===== src/rtl/cscu_pkg.sv =====
// Shared types, constants and small lookup functions of the calendar seconds converter.
// Used by every module under rtl; depends on nothing else.
`default_nettype none

package cscu_pkg;

  // Number of register stages from input acceptance to the output register.
  localparam int NUM_STAGES = 8;

  // Stream widths, packed fields rounded up to whole bytes.
  localparam int IN_TDATA_W  = 72;
  localparam int OUT_TDATA_W = 72;

  // Seconds in one day, and the reciprocals used for division by constants.
  // s / 86400 is taken as (s >> 7) / 675, floor(2^35 / 675), which may
  // come out one low and is corrected afterwards.
  localparam logic [16:0] SEC_PER_DAY   = 17'd86400;
  localparam logic [25:0] RECIP_675     = 26'd50903316;
  // Exact for a 16-bit dividend: ceil(2^32 / 365).
  localparam logic [23:0] RECIP_365     = 24'd11767034;
  // Exact for a 17-bit dividend: ceil(2^22 / 7).
  localparam logic [19:0] RECIP_7       = 20'd599187;
  // Exact for a 17-bit dividend: ceil(2^30 / 60).
  localparam logic [24:0] RECIP_60_WIDE = 25'd17895698;
  // Exact for an 11-bit dividend: ceil(2^24 / 60).
  localparam logic [18:0] RECIP_60_NARR = 19'd279621;

  // Year offset from 1970 of 2100, the one century year in range that is
  // not a leap year.
  localparam logic [7:0] YO_2100       = 8'd130;
  // 2000 - 1970 taken modulo 256, negated: added to turn an offset from
  // 1970 into an offset from 2000.
  localparam logic [7:0] YO_TO_Y2K     = 8'd226;
  localparam logic [11:0] BASE_YEAR    = 12'd2000;
  localparam logic [20:0] EPOCH_DAYS   = 21'd719499;

  typedef enum logic {
    KIND_SEC_TO_DATE = 1'b0,
    KIND_DATE_TO_SEC = 1'b1
  } kind_t;

  typedef struct packed {
    logic [7:0] year;
    logic [3:0] month;
    logic [4:0] day;
    logic [4:0] hour;
    logic [5:0] minute;
    logic [5:0] second;
    logic [2:0] weekday;
  } date_t;

  // Status of the last pipeline stage as seen by the output side.
  typedef struct packed {
    logic  valid;
    kind_t kind;
  } pipe_sts_t;

  // Day of year (from 0) on which month m (0 is January) starts.
  function automatic logic [8:0] month_start(input logic [3:0] m, input logic leap);
    logic [8:0] base;
    case (m)
      4'd0:    base = 9'd0;
      4'd1:    base = 9'd31;
      4'd2:    base = 9'd59;
      4'd3:    base = 9'd90;
      4'd4:    base = 9'd120;
      4'd5:    base = 9'd151;
      4'd6:    base = 9'd181;
      4'd7:    base = 9'd212;
      4'd8:    base = 9'd243;
      4'd9:    base = 9'd273;
      4'd10:   base = 9'd304;
      4'd11:   base = 9'd334;
      default: base = 9'd0;
    endcase
    return base + ((leap && (m >= 4'd2)) ? 9'd1 : 9'd0);
  endfunction

  // floor(367 * m / 12) for a March-based month number.
  function automatic logic [8:0] gauss_month_days(input logic [3:0] m);
    logic [8:0] r;
    case (m)
      4'd0:    r = 9'd0;
      4'd1:    r = 9'd30;
      4'd2:    r = 9'd61;
      4'd3:    r = 9'd91;
      4'd4:    r = 9'd122;
      4'd5:    r = 9'd152;
      4'd6:    r = 9'd183;
      4'd7:    r = 9'd214;
      4'd8:    r = 9'd244;
      4'd9:    r = 9'd275;
      4'd10:   r = 9'd305;
      4'd11:   r = 9'd336;
      4'd12:   r = 9'd367;
      4'd13:   r = 9'd397;
      4'd14:   r = 9'd428;
      4'd15:   r = 9'd458;
      default: r = 9'd0;
    endcase
    return r;
  endfunction

  // Leap year test for a year given as an offset from 1970 (1970..2199).
  function automatic logic leap_offset(input logic [7:0] yo);
    return (yo[1:0] == 2'd2) && (yo != YO_2100);
  endfunction

endpackage

`default_nettype wire


===== src/rtl/calendar_seconds_converter_unit.sv =====
// Top level of the calendar seconds converter: stream ports, pipeline control, result select.
// Depends on cscu_pkg, cscu_pipe_ctrl, cscu_sec2date and cscu_date2sec.
`default_nettype none

// Converts between seconds since 1970-01-01 00:00:00 and a Gregorian date
// and time, one transaction per clock. The input tuser bit selects the
// direction: 0 turns in_tdata's seconds into year (offset from 2000, modulo
// 256), month, day, hour, minute, second and weekday (0 is Sunday); 1 turns
// the date fields into seconds with Gauss's formula, low 32 bits kept, and
// date fields out of range carry over linearly. Every input transaction
// yields exactly one output transaction, in order; the fields that the
// chosen direction does not produce are zero. The block is a pipeline of
// eight register stages; a result is presented on the output from the last
// of them and is taken when the output side is ready. Both directions run
// in parallel in the same stages and a new transaction may enter in every
// cycle while the pipeline is not stalled; the throughput of one
// transaction per cycle comes from replacing each division by the constant
// day, year, week and minute lengths with a multiplication by a reciprocal,
// spread over the stages with a register after each. Every stage holds its
// content while the next one is full and cannot move on, so back-pressure
// on the output stalls the pipeline stage by stage and empty stages keep
// taking new transactions. Reset clears only the stage valid bits.

module calendar_seconds_converter_unit
  import cscu_pkg::*;
(
  input  wire logic                   clk,
  input  wire logic                   rst_n,
  // Input channel.
  input  wire logic                   in_tvalid,
  output logic                        in_tready,
  // [31:0] seconds_in, [39:32] year_in, [43:40] month_in, [48:44] day_in,
  // [53:49] hour_in, [59:54] minute_in, [65:60] second_in, [71:66] zero
  input  wire logic [IN_TDATA_W-1:0]  in_tdata,
  // [0] kind: 0 seconds to date, 1 date to seconds
  input  wire logic                   in_tuser,
  // Result channel.
  output logic                        out_tvalid,
  input  wire logic                   out_tready,
  // [31:0] seconds_out, [39:32] year_out, [43:40] month_out, [48:44] day_out,
  // [53:49] hour_out, [59:54] minute_out, [65:60] second_out,
  // [68:66] weekday_out, [71:69] zero
  output logic [OUT_TDATA_W-1:0]      out_tdata
);

  logic [NUM_STAGES-1:0] en;
  pipe_sts_t             sts;
  date_t                 date_res;
  logic [31:0]           secs_res;
  date_t                 date_sel;
  logic [31:0]           secs_sel;

  // Valid bits and the direction flag travel alongside the datapaths.
  cscu_pipe_ctrl u_ctrl (
    .clk       (clk),
    .rst_n     (rst_n),
    .in_valid  (in_tvalid),
    .in_kind   (kind_t'(in_tuser)),
    .in_ready  (in_tready),
    .out_ready (out_tready),
    .en        (en),
    .sts       (sts)
  );

  cscu_sec2date u_sec2date (
    .clk        (clk),
    .en         (en),
    .seconds_in (in_tdata[31:0]),
    .date_out   (date_res)
  );

  cscu_date2sec u_date2sec (
    .clk         (clk),
    .en          (en),
    .year_in     (in_tdata[39:32]),
    .month_in    (in_tdata[43:40]),
    .day_in      (in_tdata[48:44]),
    .hour_in     (in_tdata[53:49]),
    .minute_in   (in_tdata[59:54]),
    .second_in   (in_tdata[65:60]),
    .seconds_out (secs_res)
  );

  // Only the result of the requested direction is shown; the rest is zero.
  always_comb begin
    if (sts.kind == KIND_DATE_TO_SEC) begin
      secs_sel = secs_res;
      date_sel = '0;
    end else begin
      secs_sel = '0;
      date_sel = date_res;
    end
  end

  assign out_tvalid = sts.valid;
  assign out_tdata  = {3'b000,
                       date_sel.weekday,
                       date_sel.second,
                       date_sel.minute,
                       date_sel.hour,
                       date_sel.day,
                       date_sel.month,
                       date_sel.year,
                       secs_sel};

endmodule

`default_nettype wire


===== src/rtl/cscu_pipe_ctrl.sv =====
// Valid and kind tracking for the converter pipeline, with per-stage load enables.
// Depends on cscu_pkg.
`default_nettype none

module cscu_pipe_ctrl
  import cscu_pkg::*;
(
  input  wire logic                  clk,
  input  wire logic                  rst_n,
  input  wire logic                  in_valid,
  input  wire kind_t                 in_kind,
  output logic                       in_ready,
  input  wire logic                  out_ready,
  output logic [NUM_STAGES-1:0]      en,
  output pipe_sts_t                  sts
);

  logic [NUM_STAGES-1:0] valid_r;
  kind_t                 kind_r [NUM_STAGES];
  logic [NUM_STAGES:0]   ready;

  // A stage may load when it is empty or its content moves on.
  always_comb begin
    ready[NUM_STAGES] = out_ready;
    for (int k = NUM_STAGES - 1; k >= 0; k--) begin
      ready[k] = !valid_r[k] || ready[k+1];
    end
  end

  assign en       = ready[NUM_STAGES-1:0];
  assign in_ready = ready[0];

  always_ff @(posedge clk) begin
    if (!rst_n) begin
      valid_r <= '0;
    end else begin
      if (ready[0]) begin
        valid_r[0] <= in_valid;
      end
      for (int k = 1; k < NUM_STAGES; k++) begin
        if (ready[k]) begin
          valid_r[k] <= valid_r[k-1];
        end
      end
    end
  end

  always_ff @(posedge clk) begin
    if (ready[0]) begin
      kind_r[0] <= in_kind;
    end
    for (int k = 1; k < NUM_STAGES; k++) begin
      if (ready[k]) begin
        kind_r[k] <= kind_r[k-1];
      end
    end
  end

  assign sts.valid = valid_r[NUM_STAGES-1];
  assign sts.kind  = kind_r[NUM_STAGES-1];

endmodule

`default_nettype wire


===== src/rtl/cscu_sec2date.sv =====
// Eight-stage datapath turning seconds since 1970 into a Gregorian date and time.
// Depends on cscu_pkg; stage enables come from cscu_pipe_ctrl.
`default_nettype none

module cscu_sec2date
  import cscu_pkg::*;
(
  input  wire logic                  clk,
  input  wire logic [NUM_STAGES-1:0] en,
  input  wire logic [31:0]           seconds_in,
  output date_t                      date_out
);

  // Stage 0: estimate of the day count, possibly one low.
  logic [50:0] p0;
  logic [15:0] q0_nxt, q0_r;
  logic [31:0] secs0_r;

  always_comb begin
    p0     = 51'(seconds_in[31:7]) * 51'(RECIP_675);
    q0_nxt = p0[50:35];
  end

  always_ff @(posedge clk) begin
    if (en[0]) begin
      q0_r    <= q0_nxt;
      secs0_r <= seconds_in;
    end
  end

  // Stage 1: remainder against the estimate, below two days.
  logic [31:0] t1;
  logic [17:0] r1_nxt, r1_r;
  logic [15:0] q1_r;

  always_comb begin
    t1     = 32'(q0_r) * 32'(SEC_PER_DAY);
    r1_nxt = secs0_r[17:0] - t1[17:0];
  end

  always_ff @(posedge clk) begin
    if (en[1]) begin
      q1_r <= q0_r;
      r1_r <= r1_nxt;
    end
  end

  // Stage 2: correct the day count and the second of the day.
  logic [15:0] days2_nxt, days2_r;
  logic [16:0] rem2_nxt, rem2_r;

  always_comb begin
    if (r1_r >= 18'(SEC_PER_DAY)) begin
      days2_nxt = q1_r + 16'd1;
      rem2_nxt  = 17'(r1_r - 18'(SEC_PER_DAY));
    end else begin
      days2_nxt = q1_r;
      rem2_nxt  = r1_r[16:0];
    end
  end

  always_ff @(posedge clk) begin
    if (en[2]) begin
      days2_r <= days2_nxt;
      rem2_r  <= rem2_nxt;
    end
  end

  // Stage 3: year estimate, minute of day and week count.
  logic [39:0] p3_year;
  logic [36:0] p3_week;
  logic [41:0] p3_min;
  logic [16:0] w3;
  logic [7:0]  yo3_nxt, yo3_r;
  logic [14:0] wq3_nxt, wq3_r;
  logic [10:0] mt3_nxt, mt3_r;
  logic [15:0] days3_r;
  logic [16:0] rem3_r;

  always_comb begin
    w3      = 17'(days2_r) + 17'd4;
    p3_year = 40'(days2_r) * 40'(RECIP_365);
    p3_week = 37'(w3) * 37'(RECIP_7);
    p3_min  = 42'(rem2_r) * 42'(RECIP_60_WIDE);
    yo3_nxt = p3_year[39:32];
    wq3_nxt = p3_week[36:22];
    mt3_nxt = p3_min[40:30];
  end

  always_ff @(posedge clk) begin
    if (en[3]) begin
      yo3_r   <= yo3_nxt;
      wq3_r   <= wq3_nxt;
      mt3_r   <= mt3_nxt;
      days3_r <= days2_r;
      rem3_r  <= rem2_r;
    end
  end

  // Stage 4: day within the estimated year, hour, second and weekday.
  logic [8:0]  yp1;
  logic [5:0]  lc4;
  logic [16:0] y365;
  logic [17:0] dfull;
  logic [16:0] ms4;
  logic [29:0] p4_hr;
  logic [16:0] w4;
  logic [16:0] wm4;
  logic [9:0]  d4_nxt, d4_r;
  logic [5:0]  sec4_nxt, sec4_r;
  logic [4:0]  hr4_nxt, hr4_r;
  logic [2:0]  wd4_nxt, wd4_r;
  logic [7:0]  yo4_r;
  logic [10:0] mt4_r;

  always_comb begin
    // Leap years from 1970 up to the year before the estimate; 2100 is skipped.
    yp1      = 9'(yo3_r) + 9'd1;
    lc4      = yp1[7:2] - 6'((yo3_r > YO_2100) ? 1 : 0);
    y365     = 17'(yo3_r) * 17'd365;
    dfull    = 18'(days3_r) - 18'(y365) - 18'(lc4);
    d4_nxt   = dfull[9:0];
    ms4      = 17'(mt3_r) * 17'd60;
    sec4_nxt = rem3_r[5:0] - ms4[5:0];
    p4_hr    = 30'(mt3_r) * 30'(RECIP_60_NARR);
    hr4_nxt  = p4_hr[28:24];
    w4       = 17'(days3_r) + 17'd4;
    wm4      = 17'(wq3_r) * 17'd7;
    wd4_nxt  = w4[2:0] - wm4[2:0];
  end

  always_ff @(posedge clk) begin
    if (en[4]) begin
      d4_r   <= d4_nxt;
      sec4_r <= sec4_nxt;
      hr4_r  <= hr4_nxt;
      wd4_r  <= wd4_nxt;
      yo4_r  <= yo3_r;
      mt4_r  <= mt3_r;
    end
  end

  // Stage 5: step back a year when the estimate overshot, minute of hour.
  logic [7:0]  yo5_nxt, yo5_r;
  logic        leap5_nxt, leap5_r;
  logic [9:0]  dsum5;
  logic [8:0]  d5_nxt, d5_r;
  logic [10:0] mh5;
  logic [5:0]  min5_nxt, min5_r;
  logic [5:0]  sec5_r;
  logic [4:0]  hr5_r;
  logic [2:0]  wd5_r;

  always_comb begin
    if (d4_r[9]) begin
      yo5_nxt = yo4_r - 8'd1;
    end else begin
      yo5_nxt = yo4_r;
    end
    leap5_nxt = leap_offset(yo5_nxt);
    dsum5     = d4_r + 10'd365 + 10'(leap5_nxt);
    d5_nxt    = d4_r[9] ? dsum5[8:0] : d4_r[8:0];
    mh5       = 11'(hr4_r) * 11'd60;
    min5_nxt  = mt4_r[5:0] - mh5[5:0];
  end

  always_ff @(posedge clk) begin
    if (en[5]) begin
      yo5_r   <= yo5_nxt;
      leap5_r <= leap5_nxt;
      d5_r    <= d5_nxt;
      min5_r  <= min5_nxt;
      sec5_r  <= sec4_r;
      hr5_r   <= hr4_r;
      wd5_r   <= wd4_r;
    end
  end

  // Stage 6: month number from parallel compares against month starts.
  logic [3:0] m6_nxt, m6_r;
  logic [7:0] yo6_r;
  logic       leap6_r;
  logic [8:0] d6_r;
  logic [5:0] min6_r;
  logic [5:0] sec6_r;
  logic [4:0] hr6_r;
  logic [2:0] wd6_r;

  always_comb begin
    m6_nxt = '0;
    for (int k = 1; k < 12; k++) begin
      m6_nxt = m6_nxt + 4'(d5_r >= month_start(4'(k), leap5_r));
    end
  end

  always_ff @(posedge clk) begin
    if (en[6]) begin
      m6_r    <= m6_nxt;
      yo6_r   <= yo5_r;
      leap6_r <= leap5_r;
      d6_r    <= d5_r;
      min6_r  <= min5_r;
      sec6_r  <= sec5_r;
      hr6_r   <= hr5_r;
      wd6_r   <= wd5_r;
    end
  end

  // Stage 7: day of month and the output register.
  logic [8:0] dm7;
  date_t      date7_nxt, date7_r;

  always_comb begin
    dm7               = d6_r - month_start(m6_r, leap6_r) + 9'd1;
    date7_nxt.year    = yo6_r + YO_TO_Y2K;
    date7_nxt.month   = m6_r + 4'd1;
    date7_nxt.day     = dm7[4:0];
    date7_nxt.hour    = hr6_r;
    date7_nxt.minute  = min6_r;
    date7_nxt.second  = sec6_r;
    date7_nxt.weekday = wd6_r;
  end

  always_ff @(posedge clk) begin
    if (en[7]) begin
      date7_r <= date7_nxt;
    end
  end

  assign date_out = date7_r;

endmodule

`default_nettype wire


===== src/rtl/cscu_date2sec.sv =====
// Datapath turning a Gregorian date and time into seconds since 1970, modulo 2^32.
// Depends on cscu_pkg; stage enables come from cscu_pipe_ctrl.
`default_nettype none

module cscu_date2sec
  import cscu_pkg::*;
(
  input  wire logic                  clk,
  input  wire logic [NUM_STAGES-1:0] en,
  input  wire logic [7:0]            year_in,
  input  wire logic [3:0]            month_in,
  input  wire logic [4:0]            day_in,
  input  wire logic [4:0]            hour_in,
  input  wire logic [5:0]            minute_in,
  input  wire logic [5:0]            second_in,
  output logic [31:0]                seconds_out
);

  // Stage 0: move the year start to March.
  logic [11:0] yf0;
  logic [11:0] y0_nxt, y0_r;
  logic [3:0]  mon0_nxt, mon0_r;
  logic [4:0]  day0_r, hr0_r;
  logic [5:0]  min0_r, sec0_r;

  always_comb begin
    yf0 = BASE_YEAR + 12'(year_in);
    if (month_in <= 4'd2) begin
      mon0_nxt = month_in + 4'd10;
      y0_nxt   = yf0 - 12'd1;
    end else begin
      mon0_nxt = month_in - 4'd2;
      y0_nxt   = yf0;
    end
  end

  always_ff @(posedge clk) begin
    if (en[0]) begin
      y0_r   <= y0_nxt;
      mon0_r <= mon0_nxt;
      day0_r <= day_in;
      hr0_r  <= hour_in;
      min0_r <= minute_in;
      sec0_r <= second_in;
    end
  end

  // Stage 1: days of whole years, leap days and days of whole months.
  // The year lies in 1999..2255, so its centuries follow from three compares.
  logic [4:0]  c100;
  logic [2:0]  c400;
  logic [20:0] y365_nxt, y365_r;
  logic [9:0]  lp1_nxt, lp1_r;
  logic [8:0]  mt1_nxt, mt1_r;
  logic [4:0]  day1_r, hr1_r;
  logic [5:0]  min1_r, sec1_r;

  always_comb begin
    c100 = 5'd19 + 5'(y0_r >= 12'd2000) + 5'(y0_r >= 12'd2100) + 5'(y0_r >= 12'd2200);
    c400 = 3'd4 + 3'(y0_r >= 12'd2000);
    y365_nxt = 21'(y0_r) * 21'd365;
    lp1_nxt  = y0_r[11:2] - 10'(c100) + 10'(c400);
    mt1_nxt  = gauss_month_days(mon0_r);
  end

  always_ff @(posedge clk) begin
    if (en[1]) begin
      y365_r <= y365_nxt;
      lp1_r  <= lp1_nxt;
      mt1_r  <= mt1_nxt;
      day1_r <= day0_r;
      hr1_r  <= hr0_r;
      min1_r <= min0_r;
      sec1_r <= sec0_r;
    end
  end

  // Stage 2: day count since 1970 and seconds within the day.
  logic [20:0] dsum2;
  logic [16:0] days2_nxt, days2_r;
  logic [16:0] hms2_nxt, hms2_r;

  always_comb begin
    dsum2     = y365_r + 21'(lp1_r) + 21'(mt1_r) + 21'(day1_r) - EPOCH_DAYS;
    days2_nxt = dsum2[16:0];
    hms2_nxt  = 17'(hr1_r) * 17'd3600 + 17'(min1_r) * 17'd60 + 17'(sec1_r);
  end

  always_ff @(posedge clk) begin
    if (en[2]) begin
      days2_r <= days2_nxt;
      hms2_r  <= hms2_nxt;
    end
  end

  // Stage 3: whole days in seconds, low 32 bits.
  logic [33:0] p3;
  logic [31:0] dsec3_r;
  logic [16:0] hms3_r;

  assign p3 = 34'(days2_r) * 34'(SEC_PER_DAY);

  always_ff @(posedge clk) begin
    if (en[3]) begin
      dsec3_r <= p3[31:0];
      hms3_r  <= hms2_r;
    end
  end

  // Stage 4 forms the sum; the remaining stages only carry it along.
  logic [31:0] secs_r [4:NUM_STAGES-1];

  always_ff @(posedge clk) begin
    if (en[4]) begin
      secs_r[4] <= dsec3_r + 32'(hms3_r);
    end
    for (int k = 5; k < NUM_STAGES; k++) begin
      if (en[k]) begin
        secs_r[k] <= secs_r[k-1];
      end
    end
  end

  assign seconds_out = secs_r[NUM_STAGES-1];

endmodule

`default_nettype wire


===== config.mk =====
export PLATFORM = sky130hd
export DESIGN_NAME = calendar_seconds_converter_unit
export DESIGN_NICKNAME = d
export VERILOG_FILES = /design/src/rtl/cscu_pkg.sv /design/src/rtl/calendar_seconds_converter_unit.sv /design/src/rtl/cscu_pipe_ctrl.sv /design/src/rtl/cscu_sec2date.sv /design/src/rtl/cscu_date2sec.sv
export SDC_FILE = /design/constraint.sdc
export NUM_CORES = 2
export LEC_CHECK = 0
export ABC_AREA = 1
export BUFFER_PORTS_ARGS = -buffer_cell sky130_fd_sc_hd__buf_2
export CAP_MARGIN = 15
export CORE_MARGIN = 2
export CORE_UTILIZATION = 25
export DETAILED_ROUTE_END_ITERATION = 16
export PLACE_DENSITY = 0.46
export SLEW_MARGIN = 30
export SYNTH_ARGS = -nofsm -noshare
export SYNTH_HDL_FRONTEND = slang
export SYNTH_SLANG_ARGS = --single-unit

===== constraint.sdc =====
create_clock -name clk -period 9.2 [get_ports clk]
set_input_delay 0.92 -clock clk [delete_from_list [all_inputs] [get_ports clk]]
set_output_delay 0.92 -clock clk [all_outputs]
set_load 0.05 [all_outputs]

After elaboration in Yosys (flattened, before gate mapping)
Memories as Yosys holds them, arrays and structs flattened. A register that Yosys moved wholly into a read port is not among the register bits.
Cells that the tools add are included.
- $mul: 14
- add/sub/neg operators: 57
- multiplexer cells: 28
- magnitude comparators: 18
- reduce and logical (&&, ||, !) cells: 18
- eq/ne operators: 2
- operators with widths (operator ; count):
    $ge A9 B9 Y1 ; 10
    $mul A25 B24 Y49 const B ; 1
    $mul A17 B24 Y40 const B ; 1
    $mul A16 B23 Y39 const B ; 1
    $mul A17 B20 Y37 const B ; 1
    $mux W37 ; 1
    $add A4 B1 Y4 ; 9
    $add A8 B9 Y9 const A ; 4
    $add A32 B17 Y32 ; 1
    $mux W32 ; 1
    $mul A11 B19 Y29 const B ; 1
    $add A9 B9 Y9 const A ; 3
    $mul A17 B10 Y25 const B ; 1
    $ge A12 B12 Y1 const B ; 2
    $mux W1 ; 19
    $add A7 B9 Y9 const A ; 2
    $ge A18 B17 Y1 const B ; 1
    $sub A18 B18 Y18 ; 1
    $sub A6 B6 Y6 ; 3
    $add A16 B3 Y17 const B ; 1
    $add A17 B10 Y17 ; 1
    $add A17 B12 Y17 ; 1
    $add A17 B5 Y17 ; 1
    $add A17 B6 Y17 ; 1
    other kinds (52) ; 69
- RAM bits: 136
- memories kept: 4
- bits in read-only memories: 288
- register bits: 473
- output and inout port bits: 74
- logic and storage cells: 204
- memory list (name ; words ; width ; rd ports ; clocked after memory_dff ; wr ports ; RTL line ; text):
    (no name shown) ; 16 ; 9 ; 1 ; 1 ; 0 ; cscu_pkg.sv:82 ; case (m)
    (no name shown) ; 16 ; 9 ; 1 ; 1 ; 0 ; cscu_pkg.sv:61 ; case (m)
    u_date2sec.secs_r ; 4 ; 32 ; 4 ; 0 ; 4 ; cscu_date2sec.sv:111 ; logic [31:0] secs_r [4:NUM_STAGES-1];
    u_ctrl.kind_r ; 8 ; 1 ; 8 ; 0 ; 8 ; cscu_pipe_ctrl.sv:19 ; kind_t kind_r [NUM_STAGES];

Longest topological paths before layout
- depth in word-level cells: 14
- mapped depth: 26
- gate-level depth less buffers: 26

By module
Synthesis repeated with hierarchy kept, for this count alone.
- cells, all modules: 6338
- area total of the unflattened synthesis: 60580.6 um^2
- modules (own cells, without submodules) (module ; instances ; area each (um^2) ; cells an instance):
    cscu_sec2date ; 1 ; 39524.2 ; 4220
    cscu_date2sec ; 1 ; 19866.6 ; 1921
    calendar_seconds_converter_unit ; 1 ; 603.1 ; 150
    cscu_pipe_ctrl ; 1 ; 586.8 ; 47

Least setup slack after synthesis
OpenSTA, ideal clock, no wires.
- path kind: in2out
- from: in out_tready
- to: out in_tready
- data required time: 8.280 ns
- stages on the path: 8
- arrival: 5.495 ns
- path buffers: 0
- slack: 2.785 ns
- path through: nor2_4 nand2_4 nor2_4 nand2_2 nor2_2 nand2_2 nor2_2 nand2_1
- word-level cells in the longest chain between the ends: 8
- RTL lines (element ; RTL line ; text):
    from (decl) ; calendar_seconds_converter_unit.sv:39 ; input wire logic out_tready,
    $logic_or A1 B1 Y1 (4 in a row) ; cscu_pipe_ctrl.sv:26 ; ready[k] = !valid_r[k] || ready[k+1];
    named net en[4] ; calendar_seconds_converter_unit.sv:46 ; logic [NUM_STAGES-1:0] en;
    $logic_or A1 B1 Y1 (2 in a row) ; cscu_pipe_ctrl.sv:26 ;
    named net en[2] ; calendar_seconds_converter_unit.sv:46 ;
    $logic_or A1 B1 Y1 (2 in a row) ; cscu_pipe_ctrl.sv:26 ;
    to (decl) ; calendar_seconds_converter_unit.sv:31 ; output logic in_tready,
The timed path passes the listed nets, and every way through them passes these cells.

Final worst setup path
- from: reg u_sec2date.days2_r[3]
- to: reg u_sec2date.wq3_r[1] (data pin)
- word-level cells in the longest chain between the ends: 2
- RTL lines (element ; RTL line ; text):
    from (decl) ; cscu_sec2date.sv:49 ; logic [15:0] days2_nxt, days2_r;
    from (signal assigned) ; cscu_sec2date.sv:64 ; days2_r <= days2_nxt;
    $add A16 B3 Y17 ; cscu_sec2date.sv:81 ; w3 = 17'(days2_r) + 17'd4;
    $mul A17 B20 Y37 ; cscu_sec2date.sv:83 ; p3_week = 37'(w3) * 37'(RECIP_7);
    named net u_sec2date.p3_week[23] ; cscu_sec2date.sv:71 ; logic [36:0] p3_week;
    to (signal assigned) ; cscu_sec2date.sv:93 ; wq3_r <= wq3_nxt;
    to (decl) ; cscu_sec2date.sv:75 ; logic [14:0] wq3_nxt, wq3_r;
The timed path passes the listed nets, and every way through them passes these cells.
A chain may end at the register's enable or synchronous reset.

==> key figures <==
Layout
  • Final Core Density: 28.14%
  • Area added between synthesis and finish: 12.13%
  • Post-route cell area: 66800 µm²
  • Nets: 7935
  • Filler instances: 25127
  • Count of antenna diodes in the layout: 0
  • Layout cell share with drive strength beyond 1: 5.147%

Logic synthesis
  • Cell variety after synth: 60
  • Share of synthesized area occupied by flip-flops and latches: 30.58%
  • Average cell area after synthesis: 9.833 µm²
  • Synth Register Bits: 611
  • Mapped Cells: 6059
  • Yosys synthesis warning count: 0
  • Post-synth design cell area: 59580 µm²

Clock tree
  • Num CTS Buffers: 75
  • Clock latency on the worst-skew pair: 0.68 ns
  • CTS Root Buffer Type: sky130_fd_sc_hd__clkbuf_16
  • Number of buffers added to fix hold violations after cts: 0
  • Post CTS Setup Buffer Count: 0
  • Clock H-tree levels: 3
  • Maximum buffer depth of the clock tree: 3
  • Clock transition at the registers of the reported paths: 0.06 ns
  • TritonCTS clock tree: done
  • Gates resized, CTS repair: 0
  • Number of sinks handled by clock tree synthesis: 611

Die
  • Total die area: 242200 µm²
  • Height of the chip: 492.2 µm
  • Core area: 237400 µm²
  • Chip width: 492.2 µm
  • Number of placement rows: 179
  • Starting density of the core: 25.10%
  • I/O pin total: 151

Placed design
  • GP Congestion: 0.8771
  • Count of input and output buffers: 141
  • Area post-placement: 64280 µm²
  • Detail Placement HPWL: 112400 µm

Worst setup path
  • CP endpoint kind: register
  • Crit-path max FO: 9
  • Count of buffer and inverter cells on the critical path: 3
  • Worst setup SP type: register
  • Worst setup path category: reg2reg
  • Data arrival time of the critical path: 7.12 ns
  • Worst-path cell with the longest stage delay: sky130_fd_sc_hd__edfxtp_1
  • Most prevalent standard cell on the critical path: sky130_fd_sc_hd__fa_1
  • Critical-path cell list: ha_1 -> inv_1 -> nor3_1 -> nand3_1 -> nor3_1 -> ha_1 -> inv_1 -> fa_1 -> fa_1 -> fa_1 -> fa_1 -> inv_1 -> fa_1 -> ha_1 -> a21oi_1 -> o21ai_0 -> a21o_1 -> a21oi_1 -> nand3_1 -> nand2_1 -> nand2_1
  • CP delay by family, top: adder cells
  • Crit path required time: 9.61 ns
  • CP peak stage delay: 0.86 ns
  • Register-to-register path setup slack: 2.49 ns

STA
  • Worst hold margin: 0.4120 ns
  • Number of hold-slack violations in the final timing report: 0
  • Setup repair after global routing missed its margin: no
  • Final-report max-slew violation count: 0
  • Tightest Pin Transition: 0.9313 ns
  • Relative slew slack: 37.70%
  • Period utilisation layout: 72.95%
  • Final min period: 6.711 ns
  • Finish-stage setup viols: 0
  • Worst Clk Skew: 0.04423 ns
  • Fmax achieved: 0.1490 GHz
  • Total Negative Setup Slacks: 0 ns

Routing
  • Number of detailed-routing iterations run before antenna repair: 5
  • Post-DR wirelength/cell: 14.04 µm
  • DR DRC count: 0
  • WL met2: 61240 µm
  • Total Routed Length: 133400 µm
  • Vias per cell: 4.137
  • Antenna viol nets, final: 0
  • DRC violation total after the first TritonRoute iteration: 1792
  • DR vias: 39306
  • Highest signal layer in the routed design: met5
  • Met3 wire length: 3717 µm
  • Sum of routed wire segments on met1: 65810 µm

Global route
  • GRT Util Overall: 11.04%
  • Vias in the first global route: 40434
  • Pin count of the biggest net entering global routing: 75
  • Global route overflow: 0
  • Global-route wire length before repair: 215400 µm
  • Antenna violations before repair: 2

Outcome
  • Outcome: completed

Flow run
  • Reported max-cap violation count: 0

Worst hold path
  • Worst hold-check path type: reg2reg
routing by layer:
metal | global-route usage, % | vias to the layer above
met5 | 0 | -
met4 | 2.507 | 2
li1 | - | 20005
met1 | 15.36 | 18674
met2 | 18.32 | 498
met3 | 1.245 | 127
cells by family (layout without fill, tap and decap cells):
logic type / after synthesis / after routing / share of synthesized area [%]
fa+ha+maj: 1584 / 1584 / 39.74
simple gates: 1537 / 1537 / 10.96
buf+inv: 1480 / 1753 / 9.371
flops: 611 / 611 / 30.58
compound gates: 591 / 591 / 5.576
xor+xnor: 255 / 255 / 3.761
other cells: 1 / 3 / 0.006294
stage by stage:
| step | setup slack [ns] | instances |
|---|---|---|
| finish | 2.489 | 9501 |
| global route | 2.127 | 9501 |
| CTS | 2.431 | 9501 |
| detailed placement | 2.431 | 9364 |
| global placement | 2.476 | 9364 |
| floorplan | 2.785 | 6061 |
cell type report:
class,count,area [µm²],area share (%)
Inverter,1461,5488,8.215
Clock buffer,96,2026,3.032
Timing Repair Buffer,155,814.5,1.219
Clock inverter,41,491.7,0.7361
Tap cell,3167,3963,5.932
Sequential cell,611,18220,27.27
Multi-Input combinational cell,3970,35800,53.59
worst paths after layout:
path,cells after the start,startpoint,to
setup / recovery,21,u_sec2date.days2_r[3],u_sec2date.wq3_r[1]
hold / removal,0,u_sec2date.sec5_r[4],u_sec2date.sec6_r[4]
setup reg to reg,21,u_sec2date.days2_r[3],u_sec2date.wq3_r[1]
hold reg to reg,0,u_sec2date.sec5_r[4],u_sec2date.sec6_r[4]
synth_stat cells, drive strengths merged:
cell type  number  area (µm²)
o21ai         183       927.1
xor2          171        1505
and3            3       18.77
nor4           25       177.7
dfxtp          13       260.3
nor3b           1       7.510
o21a           19       142.6
a21oi         272        1361
nand4          62       387.9
a22oi           1       7.510
a211o           1       8.760
o41a            1       11.26
o221ai          1       8.760
inv          1461        5484
fa            514       10290
xnor2          84       735.7
nand2         830        3158
o311ai          3       26.28
nor3           56       301.5
o22ai           2       12.51
and2            3       18.77
o31ai           6       45.04
ha           1070       13390
clkbuf         11       41.29
a21boi         11       90.08
o2111ai         3       26.28
edfxtp        598       17960
or2            17       106.4
nand3         182       910.9
o41ai           1       8.760
o21bai         31       244.0
a211oi          5       37.54
nor2          347        1363
a21o           25       188.9
o211ai          6       45.04
a31o            2       17.52
conb            1       3.750
a31oi          18       112.6
buf             8       57.55
nand3b         11       82.58
state kept, by name (all words and copies together), names as in the netlist, 11 cells and up, named ones only:
| signal | cells |
|---|---|
| u_date2sec.days2_r | 17 |
| u_date2sec.dsec3_r | 25 |
| u_date2sec.hms2_r | 17 |
| u_date2sec.hms3_r | 17 |
| u_date2sec.secs_r | 128 |
| u_date2sec.y0_r | 12 |
| u_date2sec.y365_r | 17 |
| u_sec2date.date_out | 37 |
| u_sec2date.days2_r | 16 |
| u_sec2date.mt3_r | 11 |
| u_sec2date.q0_r | 16 |
| u_sec2date.q1_r | 16 |
| u_sec2date.r1_r | 18 |
| u_sec2date.rem2_r | 17 |
| u_sec2date.secs0_r | 18 |
layout by cell type (no fill, tap or decap), drive strengths merged, types with 17 or more instances in the layout:
master	instances
or2	17
clkbuf	96
o21bai	31
ha	1070
o21a	19
edfxtp	598
buf	155
nor2	347
nand4	62
nor3	56
xor2	171
a21o	25
fa	514
a31oi	18
clkinv	27
a21oi	272
inv	1466
o21ai	183
xnor2	84
nor4	25
nand2	830
nand3	182
Power is left out: the tool's default activity adds up to more than one toggle a clock period on the data nets, which glitch-free logic cannot reach.
